### src/rtl/pae_pkg.sv
// Shared types, constants and helper functions for the particle attraction pipeline.
package pae_pkg;

  localparam int unsigned DataW  = 32;  // Q16.16 word
  localparam int unsigned DiffW  = 33;  // exact offset pos - attractor
  localparam int unsigned PosW   = 6;   // leading-one position of a DiffW value
  localparam int unsigned NormW  = 20;  // normalized magnitude, max in [2^19, 2^20)
  localparam int unsigned NormTop = 19;
  localparam int unsigned SqW    = 2 * NormW;
  localparam int unsigned SumW   = SqW + 2;
  localparam int unsigned RadW   = SumW + 20;   // radicand S * 2^20
  localparam int unsigned RootW  = RadW / 2;
  localparam int unsigned RemW   = RootW + 2;
  localparam int unsigned QuotW  = 17;
  localparam int unsigned NumW   = NormW + 26 + 1;
  localparam int unsigned DivW   = NumW + 1;
  localparam int unsigned UnitW  = QuotW + 1;
  localparam int unsigned DtW    = 31;
  localparam int unsigned AddrW  = 5;
  localparam logic [QuotW-1:0] UnitOne = QuotW'(65536);
  localparam logic [DtW-1:0]   DtReset = DtW'(1092);

  typedef enum logic [2:0] {
    RegAttX     = 3'd0,
    RegAttY     = 3'd1,
    RegAttZ     = 3'd2,
    RegStrength = 3'd3,
    RegTimeStep = 3'd4
  } reg_idx_e;

  typedef struct packed {
    logic signed [DataW-1:0] pos_x;
    logic signed [DataW-1:0] pos_y;
    logic signed [DataW-1:0] pos_z;
    logic signed [DataW-1:0] vel_x;
    logic signed [DataW-1:0] vel_y;
    logic signed [DataW-1:0] vel_z;
    logic                    last_particle;
  } in_item_t;

  typedef struct packed {
    logic signed [DataW-1:0] new_pos_x;
    logic signed [DataW-1:0] new_pos_y;
    logic signed [DataW-1:0] new_pos_z;
    logic signed [DataW-1:0] new_vel_x;
    logic signed [DataW-1:0] new_vel_y;
    logic signed [DataW-1:0] new_vel_z;
    logic                    last_out;
  } out_item_t;

  typedef struct packed {
    logic signed [DataW-1:0] att_x;
    logic signed [DataW-1:0] att_y;
    logic signed [DataW-1:0] att_z;
    logic signed [DataW-1:0] strength;
    logic [DtW-1:0]          time_step;
  } cfg_t;

  // Per-particle data that rides along the root and divide stages
  typedef struct packed {
    in_item_t              item;
    logic [2:0]            neg;
    logic                  zero;
    logic [2:0][NormW-1:0] mag;
  } side_t;

  // Round a Q32-fraction product to Q16.16, ties toward plus infinity
  function automatic logic signed [63:0] rnd16(input logic signed [63:0] p);
    logic signed [63:0] s;
    s = p + 64'sd32768;
    return s >>> 16;
  endfunction

  function automatic logic signed [DataW-1:0] sat32(input logic signed [63:0] v);
    logic signed [DataW-1:0] r;
    if (v > 64'sd2147483647) r = 32'sh7fffffff;
    else if (v < -64'sd2147483648) r = 32'sh80000000;
    else r = v[DataW-1:0];
    return r;
  endfunction

endpackage

### src/rtl/pae_norm.sv
// Offset, magnitude, block normalization and sum of squares (six stages).
module pae_norm (
  input  logic                       clk_i,
  input  logic                       rst_ni,
  input  logic                       en_i,
  input  logic                       valid_i,
  input  pae_pkg::in_item_t          item_i,
  input  pae_pkg::cfg_t              cfg_i,
  output logic                       valid_o,
  output pae_pkg::side_t             side_o,
  output logic [pae_pkg::SumW-1:0]   sum_o
);

  localparam int unsigned DW = pae_pkg::DiffW;
  localparam int unsigned NW = pae_pkg::NormW;

  logic [5:0] v_q;

  // stage A
  pae_pkg::in_item_t       it_a_q;
  logic signed [DW-1:0]    d_a_q [3];
  // stage B
  pae_pkg::in_item_t       it_b_q;
  logic [2:0]              neg_b_q;
  logic [DW-1:0]           abs_b_q [3];
  logic [DW-1:0]           max_b_q;
  // stage C
  pae_pkg::in_item_t       it_c_q;
  logic [2:0]              neg_c_q;
  logic [DW-1:0]           abs_c_q [3];
  logic [pae_pkg::PosW-1:0] lead_c_q;
  logic                    zero_c_q;
  // stage D
  pae_pkg::side_t          sd_d_q;
  // stage E
  pae_pkg::side_t          sd_e_q;
  logic [pae_pkg::SqW-1:0] sq_e_q [3];
  // stage F
  pae_pkg::side_t          sd_f_q;
  logic [pae_pkg::SumW-1:0] sum_f_q;

  logic signed [DW-1:0]    pos_w [3];
  logic signed [DW-1:0]    att_w [3];
  logic signed [DW-1:0]    d_d  [3];
  logic [DW-1:0]           abs_d [3];
  logic [DW-1:0]           max_d;
  logic [pae_pkg::PosW-1:0] lead_d;
  logic [2:0][NW-1:0]      mag_d;

  assign pos_w[0] = DW'(item_i.pos_x);
  assign pos_w[1] = DW'(item_i.pos_y);
  assign pos_w[2] = DW'(item_i.pos_z);
  assign att_w[0] = DW'(cfg_i.att_x);
  assign att_w[1] = DW'(cfg_i.att_y);
  assign att_w[2] = DW'(cfg_i.att_z);

  always_comb begin
    for (int i = 0; i < 3; i++) begin
      d_d[i]   = pos_w[i] - att_w[i];
      abs_d[i] = d_a_q[i][DW-1] ? DW'(-d_a_q[i]) : DW'(d_a_q[i]);
    end
    max_d = abs_d[0];
    if (abs_d[1] > max_d) max_d = abs_d[1];
    if (abs_d[2] > max_d) max_d = abs_d[2];
  end

  always_comb begin
    lead_d = '0;
    for (int b = 0; b < DW; b++) begin
      if (max_b_q[b]) lead_d = pae_pkg::PosW'(b);
    end
  end

  // bring the largest magnitude into [2^19, 2^20); right shift truncates
  always_comb begin
    for (int i = 0; i < 3; i++) begin
      if (lead_c_q >= pae_pkg::PosW'(pae_pkg::NormTop)) begin
        mag_d[i] = NW'(abs_c_q[i] >> (lead_c_q - pae_pkg::PosW'(pae_pkg::NormTop)));
      end else begin
        mag_d[i] = NW'(abs_c_q[i] << (pae_pkg::PosW'(pae_pkg::NormTop) - lead_c_q));
      end
    end
  end

  always_ff @(posedge clk_i or negedge rst_ni) begin
    if (!rst_ni) begin
      v_q <= '0;
    end else if (en_i) begin
      v_q <= {v_q[4:0], valid_i};
    end
  end

  always_ff @(posedge clk_i) begin
    if (en_i) begin
      it_a_q <= item_i;
      for (int i = 0; i < 3; i++) d_a_q[i] <= d_d[i];

      it_b_q <= it_a_q;
      for (int i = 0; i < 3; i++) begin
        neg_b_q[i] <= d_a_q[i][DW-1];
        abs_b_q[i] <= abs_d[i];
      end
      max_b_q <= max_d;

      it_c_q   <= it_b_q;
      neg_c_q  <= neg_b_q;
      abs_c_q  <= abs_b_q;
      lead_c_q <= lead_d;
      zero_c_q <= (max_b_q == '0);

      sd_d_q.item <= it_c_q;
      sd_d_q.neg  <= neg_c_q;
      sd_d_q.zero <= zero_c_q;
      sd_d_q.mag  <= mag_d;

      sd_e_q <= sd_d_q;
      for (int i = 0; i < 3; i++) begin
        sq_e_q[i] <= sd_d_q.mag[i] * sd_d_q.mag[i];
      end

      sd_f_q  <= sd_e_q;
      sum_f_q <= pae_pkg::SumW'(sq_e_q[0]) + pae_pkg::SumW'(sq_e_q[1])
               + pae_pkg::SumW'(sq_e_q[2]);
    end
  end

  assign valid_o = v_q[5];
  assign side_o  = sd_f_q;
  assign sum_o   = sum_f_q;

endmodule

### config.mk
export PLATFORM = sky130hd
export DESIGN_NAME = pae_norm
export DESIGN_NICKNAME = d
export VERILOG_FILES = /design/src/rtl/pae_pkg.sv /design/src/rtl/pae_norm.sv
export SDC_FILE = /design/constraint.sdc
export NUM_CORES = 2
export LEC_CHECK = 0
export ABC_AREA = 1
export BUFFER_PORTS_ARGS = -buffer_cell sky130_fd_sc_hd__buf_2
export CELL_PAD_IN_SITES_DETAIL_PLACEMENT = 0
export CELL_PAD_IN_SITES_GLOBAL_PLACEMENT = 1
export CORE_MARGIN = 1.5
export CORE_UTILIZATION = 50
export CTS_CLUSTER_SIZE = 12
export DETAILED_ROUTE_END_ITERATION = 8
export GPL_TIMING_DRIVEN = 0
export PLACE_DENSITY = 0.91
export RECOVER_POWER = 100
export SYNTH_ARGS = -nofsm -noshare
export SYNTH_HDL_FRONTEND = slang
export SYNTH_SLANG_ARGS = --single-unit
### constraint.sdc
create_clock -name clk_i -period 8.7 [get_ports clk_i]
set_input_delay 0.435 -clock clk_i [delete_from_list [all_inputs] [get_ports clk_i]]
set_output_delay 0.435 -clock clk_i [all_outputs]
set_load 0.02 [all_outputs]
==> reports/results.ini <==
[critical_path]
critPathKind=reg -> reg
cp.buffers_inverters=9
cp_max_fo=10
worst_setup_path_start_kind=flop
worstSetupEndpointType=flop
slowest_delay_ns=0.73
cp.required_ns=9.26
rr_startpoint=sd_d_q[33]$_DFFE_PP_
reg2regPathDepth=31
timing.rr.end=sq_e_q[0][74]$_DFFE_PP_
slowest_stage=clkdlybuf4s15_1
crit_family=adder cells
worstPathArrival_ns=8.90
r2r_slack_ns=0.36
cp-startpoint=sd_d_q[33]$_DFFE_PP_

[synthesis]
syn_avg_cell_area_um2=11.5
yosysTopAreaCell=edfxtp_1
synth_edf_count=1849
netlist.area_leader.share_pct=50.7
synth_warnings=0
syn_inst=9502
synthTopCellsByCount=inv_1 (1964), edfxtp_1 (1849), nand2_1 (1484), fa_1 (886), ha_1 (650)
synthArstFlopShare_pct=0.323
ys_dominant_reg_cell=edfxtp_1
netlist-cell-type-count=65
synth-seq-area-share_pct=50.8
synth_most_common_cell=inv_1
netlist_area_um2=110000
synth_seq_cells=1855
synth_area_leaders=edfxtp_1 (51%), fa_1 (16%), ha_1 (7.4%)

[drt]
drc=0
via_count=71100
ant_nets=0
first_pass_iters=6
viasPerCell=5.28
drt_iter0_markers=5397
routedWlPerCell_um=22.3
drt_wl_total_mm=301

[sta]
min_period_over_period_pct=95.8
skew_ns=0.126
slew_headroom_pct=-208
clock.fmax_ghz=0.120
rsz0062_at_grt=no
period_needed_ns=8.34
finalSetupViolations=0
worst_pin_slew_ns=4.62
hold_violations=0
finalMaxSlewViolations=388

[layout]
syn2layout_area_growth_pct=13.0
drive_gt1_share_pct=5.23
fillCellCount=18100
nets=12400
final_cell_area_um2=124000

[place]
dp_hpwl_mm=237
portBuffers=592
dpl-instance-area_um2=116000
place.gp.congestion=0.988

[floorplanning]
dieWidth_um=471
num_rows=171
die_h_um=471
design.core.area_um2=217000
pin_count=656
initial_core_util_pct=50.4
die_area_um2=222000

[global_route]
grt_use_total_pct=27.4
antenna_found_initial=11
grt_pass1_vias=75400
grt_max_degree=195
grt_pass1_wl_mm=453
grt-ovfl-total=0

[flow_run]
drv_cap=3

[worst_hold_path]
min_to=d_a_q[0][33]$_DFFE_PP_
hold_class=in -> reg
min_from=cfg_i[95]
holdPathStages=3

[clocking]
clk_latency_ns=0.89
cts_buffers=192
clk_pin_slew_ns=0.06
cts-root-buf=clkbuf_16
clockBufferDepth=3
cts.sinks=1855
cts_tree=done
cts-htree-levels=4

[run_status]
violations=capacitance limit, slew limit
run_status=complete, but fails checks

-- stage by stage --
step	cells	setup TNS, ns	util, %	hold WS [ns]	worst slack, ns
detailed placement	13000	-3.04	53.5	0.262	-0.150
global route	13500	0	56.9	0.0338	0.000534
CTS	13500	0	57.1	0.0115	0.0256
finish	13500	0	56.9	0.0863	0.361
floorplan	9504	0	-	0.139	1.73
global placement	13000	-	53.4	0.256	-21.11
-- how the worst max path moves through the flow --
stage                               end  slack (ns)  depth (start not counted)
6_report        sq_e_q[0][74]$_DFFE_PP_        0.36                         31
5_1_grt        sq_e_q[0][117]$_DFFE_PP_      0.0005                         27
4_1_cts         sq_e_q[0][37]$_DFFE_PP_        0.03                         29
3_5_place_dp    sq_e_q[0][36]$_DFFE_PP_       -0.15                         27
3_3_place_gp      side_o[119]$_DFFE_PP_      -21.11                          1
2_1_floorplan   sq_e_q[0][37]$_DFFE_PP_        1.73                         31
-- flip-flops by register name, summed over array words and instances (netlist names), 6 cells and up --
signal,cells
it_c_q,193
d_a_q,99
side_o,257
it_a_q,193
max_b_q,33
sd_e_q,257
sd_d_q,257
abs_b_q,99
it_b_q,193
abs_c_q,99
lead_c_q,6
sum_o,42
v_q,6
sq_e_q,114
-- worst min-delay path, delay by kind of cell --
family	cells	cell delay, ns
adder cells (fa/ha/maj)	1	0.19
buffers and inverters	2	0.14
-- cells by family (layout without fill, tap and decap cells) --
kind of cell	count (synthesis)	count (layout)	synth area share, %
and+or+nand+nor	2230	2230	8.15
other	1	12	0.00342
adders and majority gates	1536	1536	23.6
DFF	1855	1855	50.8
xor gates and xnor gates	369	369	2.96
AOI/OAI and AO/OA	1229	1229	6.34
buffers and inverters	2238	3344	7.67
muxes	44	44	0.404
-- final cells by class --
| class | count | area (um2) | area share [%] |
|---|---|---|---|
| well taps | 2854 | 3570 | 2.89 |
| plain buffers | 257 | 1020 | 0.826 |
| inverters | 1975 | 7420 | 5.99 |
| clock inverters | 75 | 905 | 0.731 |
| clock buffers | 225 | 4930 | 3.98 |
| multi-input cells | 5411 | 45400 | 36.7 |
| repair buffers | 812 | 4770 | 3.85 |
| diodes | 9 | 22.5 | 0.0182 |
| flip-flops and latches | 1855 | 55700 | 45.0 |
-- per-layer routing --
metal	share of wire (%)	GRT usage [%]	routed length [um]
met2	50	47.4	149000
met1	39	32.9	116000
met5	0.010	0	30
met3	5.7	4.50	17100
met4	6.1	14.2	18500
-- what timing repair did --
| item | in CTS | in global routing |
|---|---|---|
| pin swaps | 0 | 1 |
| hold buffers | 201 | 0 |
| endpoints found under the hold margin | 246 | 0 |
| setup endpoints to repair | 36 | 54 |
| gates resized for setup | 7 | 76 |
| setup buffers | 0 | 8 |
-- placed cells by master (no fill, tap or decap), types with 13 or more instances in the layout --
cell           netlist  routed
nand2_1           1484    1483
clkbuf_2             0      35
o21bai_1            12      13
mux2i_1             42      42
o21a_1              20      20
a211oi_1            18      18
o21ai_0            502     517
a21oi_1            392     396
edfxtp_1          1849    1849
or2_2               34      34
o31ai_1             17      17
nand3_1            121     121
dlygate4sd3_1        0     201
clkinv_1             7      34
a31oi_1             59      59
buf_2                2     182
inv_1             1964    1964
o211ai_1            23      24
nor4_1              16      15
o21ai_1             40      32
buf_1               44      26
xor2_1             218     214
nor2_1             481     482
nand4_1             30      30
clkbuf_16            0     192
clkbuf_1           217     640
xnor2_1            150     150
fa_1               886     886
nor3_1              33      37
a21boi_0            14      20
a21boi_1            19      13
o221ai_1            25      25
ha_1               650     650
Power is not shown: default switching activity piles up to over one toggle a cycle in this logic, so the estimate is an artifact.
